[config.mk]
export PLATFORM = sky130hd
export DESIGN_NAME = phase_sync_laminar_run_detector
export DESIGN_NICKNAME = d
export VERILOG_FILES = /design/src/pslrd_pkg.sv /design/src/phase_sync_laminar_run_detector.sv /design/src/pslrd_front.sv /design/src/pslrd_fifo.sv /design/src/pslrd_back.sv
export VERILOG_INCLUDE_DIRS = /design/src /design/src/src
export SDC_FILE = /design/constraint.sdc
export NUM_CORES = 2
export LEC_CHECK = 0
export ABC_AREA = 1
export BUFFER_PORTS_ARGS = -buffer_cell sky130_fd_sc_hd__buf_4
export CORE_MARGIN = 2
export CORE_UTILIZATION = 35
export CTS_BUF_LIST = sky130_fd_sc_hd__clkbuf_16
export DETAILED_ROUTE_END_ITERATION = 7
export GPL_ROUTABILITY_DRIVEN = 0
export HOLD_SLACK_MARGIN = 0.15
export SETUP_SLACK_MARGIN = 0.02
export SLEW_MARGIN = 10
export SYNTH_ARGS = -nofsm -noshare
export SYNTH_HDL_FRONTEND = slang
export SYNTH_SLANG_ARGS = --single-unit
[constraint.sdc]
create_clock -name i_clk -period 17.15 [get_ports i_clk]
set_input_delay 3.43 -clock i_clk [delete_from_list [all_inputs] [get_ports i_clk]]
set_output_delay 3.43 -clock i_clk [all_outputs]
set_load 0.01 [all_outputs]
[src/phase_sync_laminar_run_detector_assert.svh]
// Assertion macros shared by the laminar run detector modules.
`ifndef PHASE_SYNC_LAMINAR_RUN_DETECTOR_ASSERT_SVH
`define PHASE_SYNC_LAMINAR_RUN_DETECTOR_ASSERT_SVH
`ifndef SYNTHESIS
// Condition must hold at every clock edge outside reset.
`define PSLRD_ASSERT_ALWAYS(lbl, clk, rst_n, cond) \
    lbl: assert property (@(posedge clk) disable iff (!(rst_n)) (cond)) \
        else $error("pslrd assertion failed");
// Consequent must hold in the cycle after the antecedent.
`define PSLRD_ASSERT_NEXT(lbl, clk, rst_n, ante, cons) \
    lbl: assert property (@(posedge clk) disable iff (!(rst_n)) (ante) |=> (cons)) \
        else $error("pslrd assertion failed");
`else
`define PSLRD_ASSERT_ALWAYS(lbl, clk, rst_n, cond)
`define PSLRD_ASSERT_NEXT(lbl, clk, rst_n, ante, cons)
`endif
`endif

[src/pslrd_pkg.sv]
// Shared constants and types of the laminar run detector.
`default_nettype none
package pslrd_pkg;

    localparam int ANGLE_BITS = 16;
    localparam int RUN_BITS   = 40;
    localparam int OUT_W      = 40;
    localparam int ROT_W      = 32;
    localparam int DIFF_W     = ROT_W + ANGLE_BITS + 1;
    localparam int CENTER_W   = ANGLE_BITS;
    localparam int HALF_W     = ANGLE_BITS - 1;
    localparam int PERIOD_W   = 16;
    localparam int TRIM_W     = 24;
    localparam int MIN_W      = 32;
    localparam int CUT_W      = TRIM_W + 1;
    localparam int THR_W      = MIN_W + 2;
    localparam int LEN_W      = (RUN_BITS > OUT_W) ? RUN_BITS : OUT_W;
    localparam int CFG_IDX_W  = 3;
    localparam int CFG_DATA_W = 32;

    localparam int FIFO_DEPTH = 4;
    localparam int FIFO_PTR_W = 2;
    localparam int FIFO_CNT_W = 3;

    localparam logic [CENTER_W-1:0] CENTER_RST = CENTER_W'(12517);
    localparam logic [HALF_W-1:0]   HALF_RST   = HALF_W'(12517);
    localparam logic [PERIOD_W-1:0] PERIOD_RST = PERIOD_W'(100);
    localparam logic [TRIM_W-1:0]   TRIM_RST   = TRIM_W'(25000);
    localparam logic [MIN_W-1:0]    MIN_RST    = MIN_W'(50000);

    localparam logic signed [ANGLE_BITS:0] HALF_TURN_P = (ANGLE_BITS + 1)'(2 ** (ANGLE_BITS - 1));
    localparam logic signed [ANGLE_BITS:0] HALF_TURN_N = -HALF_TURN_P;

    typedef enum logic [CFG_IDX_W-1:0] {
        CFG_CENTER = 3'd0,
        CFG_HALF   = 3'd1,
        CFG_PERIOD = 3'd2,
        CFG_TRIM   = 3'd3,
        CFG_MIN    = 3'd4
    } t_cfg_idx;

    // One classified sample handed from front end to back end.
    typedef struct packed {
        logic signed [ANGLE_BITS:0] ab_diff;
        logic signed [ROT_W-1:0]    rot;
        logic                       do_check;
        logic                       last;
    } t_item;

    // Live configuration seen by the back end.
    typedef struct packed {
        logic [CENTER_W-1:0] center;
        logic [HALF_W-1:0]   half;
        logic [PERIOD_W-1:0] period;
        logic [CUT_W-1:0]    cut2;
        logic [THR_W-1:0]    thr;
    } t_cfg;

endpackage
`default_nettype wire

[src/phase_sync_laminar_run_detector.sv]
// Top level of the phase synchronization laminar run detector.
`default_nettype none
// Takes one beat per cycle while the queue has room, each carrying two signed
// binary angles (a full turn is 2^16), unwraps both into a saturating 32-bit turn
// difference and, on every check_period-th measuring beat, tests whether the
// absolute unwrapped phase difference falls in sync_center +- sync_half_width
// modulo a full turn. Each passing check lengthens the open run by check_period
// samples; a failing check or a beat with tlast set closes it, and the run minus
// twice trim_length goes out if it exceeds min_length (m_axis_tlast marks the
// flush case). The first beat after reset only seeds the unwrapper. Sustained
// rate is one beat per cycle while the result stream is not held off, set by the
// run count update in the back end; the result beat is registered. A four-entry
// queue sits between the classifying front end and the counting back end, and it
// keeps taking beats while a result waits, until it fills. Configuration must be
// written only while the block is idle; the block itself does not enforce this.
module phase_sync_laminar_run_detector (
    input  logic                                 i_clk,
    input  logic                                 i_rst_n,
    // configuration write port
    input  logic                                 i_cfg_we,
    input  logic [pslrd_pkg::CFG_IDX_W-1:0]      i_cfg_idx,
    input  logic [pslrd_pkg::CFG_DATA_W-1:0]     i_cfg_data,
    // input stream
    input  logic                                 s_axis_tvalid,
    output logic                                 s_axis_tready,
    input  logic [2*pslrd_pkg::ANGLE_BITS-1:0]   s_axis_tdata,  // angle_a, angle_b
    input  logic                                 s_axis_tuser,  // measure
    input  logic                                 s_axis_tlast,  // last
    // result stream
    output logic                                 m_axis_tvalid,
    input  logic                                 m_axis_tready,
    output logic [pslrd_pkg::OUT_W-1:0]          m_axis_tdata,  // run_length
    output logic                                 m_axis_tlast   // at_end
);

    localparam int AB = pslrd_pkg::ANGLE_BITS;

    // configuration registers
    logic [pslrd_pkg::CENTER_W-1:0] r_center, n_center;
    logic [pslrd_pkg::HALF_W-1:0]   r_half, n_half;
    logic [pslrd_pkg::PERIOD_W-1:0] r_period, n_period;
    logic [pslrd_pkg::TRIM_W-1:0]   r_trim, n_trim;
    logic [pslrd_pkg::MIN_W-1:0]    r_min, n_min;
    // report threshold 2*trim + min, registered off the compare path
    logic [pslrd_pkg::THR_W-1:0]    r_thr, n_thr;

    pslrd_pkg::t_cfg  w_cfg;
    pslrd_pkg::t_item w_push_item, w_head_item;
    logic             w_push, w_pop, w_full, w_head_valid;

    always_comb begin
        n_center = r_center;
        n_half   = r_half;
        n_period = r_period;
        n_trim   = r_trim;
        n_min    = r_min;
        if (i_cfg_we) begin
            case (pslrd_pkg::t_cfg_idx'(i_cfg_idx))
                pslrd_pkg::CFG_CENTER: n_center = i_cfg_data[pslrd_pkg::CENTER_W-1:0];
                pslrd_pkg::CFG_HALF:   n_half   = i_cfg_data[pslrd_pkg::HALF_W-1:0];
                pslrd_pkg::CFG_PERIOD: n_period = i_cfg_data[pslrd_pkg::PERIOD_W-1:0];
                pslrd_pkg::CFG_TRIM:   n_trim   = i_cfg_data[pslrd_pkg::TRIM_W-1:0];
                pslrd_pkg::CFG_MIN:    n_min    = i_cfg_data[pslrd_pkg::MIN_W-1:0];
                default: ;
            endcase
        end
        n_thr = pslrd_pkg::THR_W'({r_trim, 1'b0}) + pslrd_pkg::THR_W'(r_min);
    end

    always_ff @(posedge i_clk) begin
        if (!i_rst_n) begin
            r_center <= pslrd_pkg::CENTER_RST;
            r_half   <= pslrd_pkg::HALF_RST;
            r_period <= pslrd_pkg::PERIOD_RST;
            r_trim   <= pslrd_pkg::TRIM_RST;
            r_min    <= pslrd_pkg::MIN_RST;
            r_thr    <= pslrd_pkg::THR_W'({pslrd_pkg::TRIM_RST, 1'b0})
                      + pslrd_pkg::THR_W'(pslrd_pkg::MIN_RST);
        end else begin
            r_center <= n_center;
            r_half   <= n_half;
            r_period <= n_period;
            r_trim   <= n_trim;
            r_min    <= n_min;
            r_thr    <= n_thr;
        end
    end

    // a zero period behaves as one
    always_comb begin
        w_cfg.center = r_center;
        w_cfg.half   = r_half;
        w_cfg.period = (r_period == '0) ? pslrd_pkg::PERIOD_W'(1) : r_period;
        w_cfg.cut2   = {r_trim, 1'b0};
        w_cfg.thr    = r_thr;
    end

    pslrd_front u_front (
        .i_clk     (i_clk),
        .i_rst_n   (i_rst_n),
        .i_valid   (s_axis_tvalid),
        .i_angle_a (s_axis_tdata[AB-1:0]),
        .i_angle_b (s_axis_tdata[2*AB-1:AB]),
        .i_measure (s_axis_tuser),
        .i_last    (s_axis_tlast),
        .i_period  (w_cfg.period),
        .i_full    (w_full),
        .o_ready   (s_axis_tready),
        .o_push    (w_push),
        .o_item    (w_push_item)
    );

    pslrd_fifo u_fifo (
        .i_clk   (i_clk),
        .i_rst_n (i_rst_n),
        .i_push  (w_push),
        .i_item  (w_push_item),
        .i_pop   (w_pop),
        .o_item  (w_head_item),
        .o_valid (w_head_valid),
        .o_full  (w_full)
    );

    pslrd_back u_back (
        .i_clk    (i_clk),
        .i_rst_n  (i_rst_n),
        .i_valid  (w_head_valid),
        .i_item   (w_head_item),
        .i_cfg    (w_cfg),
        .o_pop    (w_pop),
        .o_tvalid (m_axis_tvalid),
        .o_tdata  (m_axis_tdata),
        .o_tlast  (m_axis_tlast),
        .i_tready (m_axis_tready)
    );

endmodule
`default_nettype wire

[src/pslrd_front.sv]
// Front end: unwraps both angles, tracks the check phase, classifies each sample.
`default_nettype none
module pslrd_front (
    input  logic                                i_clk,
    input  logic                                i_rst_n,
    input  logic                                i_valid,
    input  logic signed [pslrd_pkg::ANGLE_BITS-1:0] i_angle_a,
    input  logic signed [pslrd_pkg::ANGLE_BITS-1:0] i_angle_b,
    input  logic                                i_measure,
    input  logic                                i_last,
    input  logic [pslrd_pkg::PERIOD_W-1:0]      i_period,
    input  logic                                i_full,
    output logic                                o_ready,
    output logic                                o_push,
    output pslrd_pkg::t_item                    o_item
);

    localparam int AB = pslrd_pkg::ANGLE_BITS;
    localparam int RW = pslrd_pkg::ROT_W;
    localparam int PW = pslrd_pkg::PERIOD_W;

    logic signed [AB-1:0] r_prev_a, n_prev_a;
    logic signed [AB-1:0] r_prev_b, n_prev_b;
    logic                 r_have, n_have;
    logic signed [RW-1:0] r_rot, n_rot;
    logic [PW-1:0]        r_phase, n_phase;

    logic                 w_fire;
    logic signed [AB:0]   w_da, w_db;
    logic signed [1:0]    w_wa, w_wb;
    logic signed [RW+1:0] w_rot_sum;
    logic signed [RW-1:0] w_rot_sat;
    logic [PW:0]          w_ph_inc;
    logic [PW-1:0]        w_ph_next;

    assign o_ready = !i_full;
    assign w_fire  = i_valid && !i_full;
    assign o_push  = w_fire;

    always_comb begin
        w_da = $signed({i_angle_a[AB-1], i_angle_a}) - $signed({r_prev_a[AB-1], r_prev_a});
        w_db = $signed({i_angle_b[AB-1], i_angle_b}) - $signed({r_prev_b[AB-1], r_prev_b});
        // step below minus half a turn: one turn forward; above plus half: one back
        w_wa = (w_da < pslrd_pkg::HALF_TURN_N) ? 2'sd1 :
               (w_da > pslrd_pkg::HALF_TURN_P) ? -2'sd1 : 2'sd0;
        w_wb = (w_db < pslrd_pkg::HALF_TURN_N) ? 2'sd1 :
               (w_db > pslrd_pkg::HALF_TURN_P) ? -2'sd1 : 2'sd0;
        w_rot_sum = $signed({{2{r_rot[RW-1]}}, r_rot})
                  + $signed({{RW{w_wa[1]}}, w_wa})
                  - $signed({{RW{w_wb[1]}}, w_wb});
        // saturate to 32-bit signed
        if (w_rot_sum[RW+1:RW-1] == 3'b000 || w_rot_sum[RW+1:RW-1] == 3'b111) begin
            w_rot_sat = w_rot_sum[RW-1:0];
        end else begin
            w_rot_sat = {w_rot_sum[RW+1], {(RW-1){!w_rot_sum[RW+1]}}};
        end
        w_ph_inc  = {1'b0, r_phase} + (PW + 1)'(1);
        w_ph_next = (w_ph_inc >= {1'b0, i_period}) ? '0 : w_ph_inc[PW-1:0];
    end

    always_comb begin
        o_item.ab_diff  = $signed({i_angle_a[AB-1], i_angle_a})
                        - $signed({i_angle_b[AB-1], i_angle_b});
        o_item.rot      = r_have ? w_rot_sat : r_rot;
        o_item.do_check = r_have && i_measure && (r_phase == '0);
        o_item.last     = i_last;

        n_prev_a = r_prev_a;
        n_prev_b = r_prev_b;
        n_have   = r_have;
        n_rot    = r_rot;
        n_phase  = r_phase;
        if (w_fire) begin
            n_prev_a = i_angle_a;
            n_prev_b = i_angle_b;
            n_have   = 1'b1;
            n_rot    = o_item.rot;
            if (i_last) begin
                n_phase = '0;
            end else if (r_have && i_measure) begin
                n_phase = w_ph_next;
            end
        end
    end

    always_ff @(posedge i_clk) begin
        if (!i_rst_n) begin
            r_prev_a <= '0;
            r_prev_b <= '0;
            r_have   <= 1'b0;
            r_rot    <= '0;
            r_phase  <= '0;
        end else begin
            r_prev_a <= n_prev_a;
            r_prev_b <= n_prev_b;
            r_have   <= n_have;
            r_rot    <= n_rot;
            r_phase  <= n_phase;
        end
    end

endmodule
`default_nettype wire

[src/pslrd_fifo.sv]
// Short queue of classified samples between front and back end.
`default_nettype none
`include "phase_sync_laminar_run_detector_assert.svh"
module pslrd_fifo (
    input  logic             i_clk,
    input  logic             i_rst_n,
    input  logic             i_push,
    input  pslrd_pkg::t_item i_item,
    input  logic             i_pop,
    output pslrd_pkg::t_item o_item,
    output logic             o_valid,
    output logic             o_full
);

    localparam int PTW = pslrd_pkg::FIFO_PTR_W;
    localparam int CW  = pslrd_pkg::FIFO_CNT_W;

    pslrd_pkg::t_item r_mem [pslrd_pkg::FIFO_DEPTH];
    logic [PTW-1:0]   r_wr, n_wr;
    logic [PTW-1:0]   r_rd, n_rd;
    logic [CW-1:0]    r_count, n_count;

    assign o_item  = r_mem[r_rd];
    assign o_valid = (r_count != '0);
    assign o_full  = (r_count == CW'(pslrd_pkg::FIFO_DEPTH));

    always_comb begin
        n_wr    = i_push ? r_wr + PTW'(1) : r_wr;
        n_rd    = i_pop  ? r_rd + PTW'(1) : r_rd;
        n_count = r_count + CW'(i_push) - CW'(i_pop);
    end

    always_ff @(posedge i_clk) begin
        if (i_push) begin
            r_mem[r_wr] <= i_item;
        end
    end

    always_ff @(posedge i_clk) begin
        if (!i_rst_n) begin
            r_wr    <= '0;
            r_rd    <= '0;
            r_count <= '0;
        end else begin
            r_wr    <= n_wr;
            r_rd    <= n_rd;
            r_count <= n_count;
        end
    end

    `PSLRD_ASSERT_ALWAYS(a_count_bound, i_clk, i_rst_n, r_count <= CW'(pslrd_pkg::FIFO_DEPTH))
    `PSLRD_ASSERT_ALWAYS(a_no_overflow, i_clk, i_rst_n, !(i_push && o_full))
    `PSLRD_ASSERT_ALWAYS(a_no_underflow, i_clk, i_rst_n, !(i_pop && !o_valid))

endmodule
`default_nettype wire

[src/pslrd_back.sv]
// Back end: band test, run counting and the registered result beat.
`default_nettype none
`include "phase_sync_laminar_run_detector_assert.svh"
module pslrd_back (
    input  logic                           i_clk,
    input  logic                           i_rst_n,
    input  logic                           i_valid,
    input  pslrd_pkg::t_item               i_item,
    input  pslrd_pkg::t_cfg                i_cfg,
    output logic                           o_pop,
    output logic                           o_tvalid,
    output logic [pslrd_pkg::OUT_W-1:0]    o_tdata,
    output logic                           o_tlast,
    input  logic                           i_tready
);

    localparam int AB = pslrd_pkg::ANGLE_BITS;
    localparam int DW = pslrd_pkg::DIFF_W;
    localparam int RB = pslrd_pkg::RUN_BITS;
    localparam int LW = pslrd_pkg::LEN_W;
    localparam int OW = pslrd_pkg::OUT_W;

    // band stage
    logic r_a_valid, n_a_valid;
    logic r_a_band, r_a_check, r_a_last;

    logic signed [DW-1:0] w_diff;
    logic [DW-1:0]        w_mag;
    logic signed [AB:0]   w_low;
    logic                 w_below;
    logic [AB-1:0]        w_off;
    logic                 w_band;

    // run stage
    logic [RB-1:0] r_rc, n_rc;
    logic          r_o_valid, n_o_valid;
    logic [OW-1:0] r_o_data;
    logic          r_o_last;

    logic          w_a_load, w_b_fire;
    logic [RB:0]   w_sum;
    logic [RB-1:0] w_sat, w_mid, w_src;
    logic          w_fail, w_emit;
    logic [LW-1:0] w_len;

    assign w_b_fire = r_a_valid && (!r_o_valid || i_tready);
    assign w_a_load = i_valid && (!r_a_valid || w_b_fire);
    assign o_pop    = w_a_load;

    always_comb begin
        w_diff = $signed({i_item.rot[pslrd_pkg::ROT_W-1], i_item.rot, {AB{1'b0}}})
               + $signed({{(DW-AB-1){i_item.ab_diff[AB]}}, i_item.ab_diff});
        w_mag  = w_diff[DW-1] ? DW'(-w_diff) : DW'(w_diff);
        w_low  = $signed({1'b0, i_cfg.center}) - $signed({2'b00, i_cfg.half});
        // a negative lower bound is never above the magnitude
        w_below = !w_low[AB] && (w_mag[DW-1:AB] == '0) && (w_mag[AB-1:0] < w_low[AB-1:0]);
        w_off   = w_mag[AB-1:0] - w_low[AB-1:0];
        w_band  = !w_below && (w_off <= {i_cfg.half, 1'b0});
    end

    always_comb begin
        w_sum  = {1'b0, r_rc} + (RB + 1)'(i_cfg.period);
        w_sat  = w_sum[RB] ? '1 : w_sum[RB-1:0];
        w_fail = r_a_check && !r_a_band;
        w_mid  = r_a_check ? (r_a_band ? w_sat : '0) : r_rc;
        w_src  = w_fail ? r_rc : w_mid;
        w_emit = (w_fail || r_a_last) && (LW'(w_src) > LW'(i_cfg.thr));
        w_len  = LW'(w_src) - LW'(i_cfg.cut2);

        n_a_valid = w_a_load ? 1'b1 : (w_b_fire ? 1'b0 : r_a_valid);
        n_rc      = r_rc;
        n_o_valid = (r_o_valid && !i_tready) ? 1'b1 : 1'b0;
        if (w_b_fire) begin
            n_rc      = r_a_last ? '0 : w_mid;
            n_o_valid = w_emit;
        end
    end

    always_ff @(posedge i_clk) begin
        if (w_a_load) begin
            r_a_band  <= w_band;
            r_a_check <= i_item.do_check;
            r_a_last  <= i_item.last;
        end
        if (w_b_fire && w_emit) begin
            r_o_data <= w_len[OW-1:0];
            r_o_last <= !w_fail;
        end
    end

    always_ff @(posedge i_clk) begin
        if (!i_rst_n) begin
            r_a_valid <= 1'b0;
            r_rc      <= '0;
            r_o_valid <= 1'b0;
        end else begin
            r_a_valid <= n_a_valid;
            r_rc      <= n_rc;
            r_o_valid <= n_o_valid;
        end
    end

    assign o_tvalid = r_o_valid;
    assign o_tdata  = r_o_data;
    assign o_tlast  = r_o_last;

    `PSLRD_ASSERT_NEXT(a_flush_clears, i_clk, i_rst_n, w_b_fire && r_a_last, r_rc == '0)
    `PSLRD_ASSERT_NEXT(a_fail_clears, i_clk, i_rst_n, w_b_fire && w_fail, r_rc == '0)

endmodule
`default_nettype wire

==> results.txt <==
pre-CTS worst setup slack = 6520 ps
share of cells above drive strength 1 = 6.43%
Initial Utilization = 35.2%
Total GRT Usage = 19.2%
critical path's slowest cell = buf_4
Hold EP = r_thr[0]$_SDFF_PN0_
clk sinks = 516
r2r endpoint = u_back.r_a_band$_DFFE_PP_
setup tns final = 0 ps
fin util = 39.2%
most common cell in the netlist = nand2_1
drt first pass iters = 6
input/output buffers = 116
gr ovfl total = 0
Worst Path Arrival = 10340 ps
nature of the critical path startpoint = input port
largest cells by area after synthesis = edfxtp_1 21%, dfxtp_1 15%, nand2_1 11%
Post-synth top flop = dfxtp_1
depth of the CTS H-tree = 2
Root Buffer = clkbuf_16
top cell type by total area after synthesis = edfxtp_1
post-synth top area share = 20.8%
Mean Syn Cell Area = 7.47 µm²
largest net degree at the start of global routing = 68
via count = 31.8k
NumNets Final = 5254
outcome = complete, no violations
Crit. End Element = flop
routed len/inst = 16.3 µm
die width = 324 µm
Hold Path Depth = 2
sequential fraction of the synthesis area = 35.7%
Layout Area Growth over Synthesis = 11.2%
Worst-Skew Late Latency = 640 ps
Synth warnings = 0
endpoints failing setup = 0
Post-synth EDFFs = 248
post-route ant nets = 0
critical path fanouts, max = 27
Antenna diodes = 0
syn nets = 5198
worst hold-check path type = flop to flop
Post-Syn Area = 35900 µm²
period utilisation layout = 58.2%
most instantiated cells after synthesis = 1025 x nand2_1, 619 x inv_1, 463 x a21oi_1, 451 x nor2_1, 377 x o21ai_0
Final Critical Period = 9990 ps
number of setup buffers added after CTS = 0
actual slew at the worst max-slew pin = 1140 ps
Slew Limit Fails = 0
final hold slack = 431 ps
# rows = 117
CP max stage delay = 460 ps
first-pass GRT wire length = 161000 µm
R2R depth = 42
core area = 102000 µm²
Avg Vias per Cell = 5.07
maximum clock path buffer count = 3
antenna violations before repair = 0
RSZ-0062 raised after global routing = false
maxcap violations = 0
CTS tree = built
HP Start = r_min[0]$_SDFFE_PN0P_
number of global-route vias before repair = 29.4k
Post-route DRC = 0
die area = 105000 µm²
hold_buf cts = 0
clock buffer count from CTS = 55
CTS-repair resized insts = 0
final hold vios = 0
Max Clk Rate = 100 MHz
DP HPWL = 76500 µm
setup ws final = 7160 ps
clk_skew = 41.5 ps
post-synth cell types = 67
total wire length = 102000 µm
initial DRC count = 2127
Syn Inst Count = 4800
CTS clk-pin slew, worst paths = 60 ps
data required time of the worst path = 17500 ps
die height = 324 µm
number of synthesized register bits = 516
async set-reset flop share out of synthesis = 0%
Max-slew headroom = 23.6%
CP Class = input port to flop
Reg2Reg Setup Slack = 7230 ps
Ports = 117
==> routing by layer <==
layer	routed length (µm)	track usage (%)	up-vias
met5	0	0	-
met4	2250	4.81	0
met3	4510	1.90	128
met2	48000	32.5	728
met1	47600	26.0	14800
li1	-	-	16100
==> placed cells by master, fill, tap and decap left out, types with 12 or more instances in the layout <==
cell / Yosys / routed
nand4_1: 64 / 64
a21o_1: 15 / 15
ha_1: 282 / 282
o21a_1: 20 / 20
nand2_2: 15 / 16
xnor2_1: 49 / 49
nor4_1: 25 / 25
a31oi_1: 12 / 12
buf_4: 5 / 149
o21ai_0: 377 / 377
nand3_1: 218 / 217
inv_1: 619 / 630
o22ai_1: 38 / 38
fa_1: 42 / 42
xor2_1: 143 / 143
nand3b_1: 21 / 21
edfxtp_1: 248 / 248
o211ai_1: 21 / 21
o21ai_1: 38 / 38
a21oi_1: 463 / 463
nor3_1: 66 / 66
dfxtp_1: 268 / 267
clkinv_1: 2 / 12
o21bai_1: 21 / 21
clkbuf_16: 0 / 55
nand2_1: 1025 / 1024
nor2_1: 451 / 446
==> stage by stage <==
stage / cell area [µm²] / instances
after CTS: 39900 / 6269
final: 39900 / 6269
after global placement: 38100 / 6167
after detailed placement: 38100 / 6167
after global routing: 39900 / 6269
after floorplan: 35900 / 4800
==> how the worst max path moves through the flow <==
stage | cells after the start | slack [ps] | start | end
CTS | 37 | 7180 | s_axis_tdata[18] | u_fifo.r_mem[2][15]$_DFFE_PP_
finish | 37 | 7160 | s_axis_tdata[18] | u_fifo.r_mem[3][2]$_DFFE_PP_
floorplan | 36 | 7300 | s_axis_tdata[18] | u_fifo.r_mem[0][28]$_DFFE_PP_
global route | 37 | 6440 | s_axis_tdata[18] | u_fifo.r_mem[0][16]$_DFFE_PP_
detailed placement | 37 | 6520 | s_axis_tdata[18] | u_fifo.r_mem[0][15]$_DFFE_PP_
global placement | 37 | 6540 | s_axis_tdata[18] | u_fifo.r_mem[0][20]$_DFFE_PP_
==> sequential cells by signal, summed over array words and instances (netlist names), 3 cells and up, named ones only <==
register / count
u_back.r_rc: 40
r_thr: 33
u_front.r_prev_a: 16
u_back.o_tdata: 40
u_fifo.r_mem: 204
u_fifo.r_count: 3
r_period: 16
u_front.r_prev_b: 16
r_center: 16
r_min: 32
r_half: 15
r_trim: 24
u_front.r_rot: 32
u_front.r_phase: 16
==> kinds of logic after synthesis <==
family                   synth area share (%)
AO/OA/AOI/OAI                            16.1
XOR/XNOR                                 4.69
flip-flops                               35.7
AND/OR/NAND/NOR                          22.9
buffers and inverters                    8.40
adder cells (fa/ha/maj)                  12.2
==> critical path: cells and delay by family <==
kind | cells | cell delay [ps]
compound gates | 10 | 1900
simple gates | 15 | 1850
fa+ha+maj | 4 | 1310
buf+inv | 6 | 1220
xor+xnor | 2 | 580
==> layout make-up <==
cell class,instances,area (µm²)
Fill cell,10600,61900
Timing Repair Buffer,149,1120
Multi-Input combinational cell,3506,20100
Clock inverter,47,417
Sequential cell,516,12800
Tap cell,1368,1710
Clock buffer,55,1380
Inverter,628,2360
Power is not shown: default switching activity piles up to over one toggle a cycle in this logic, so the estimate is an artifact.
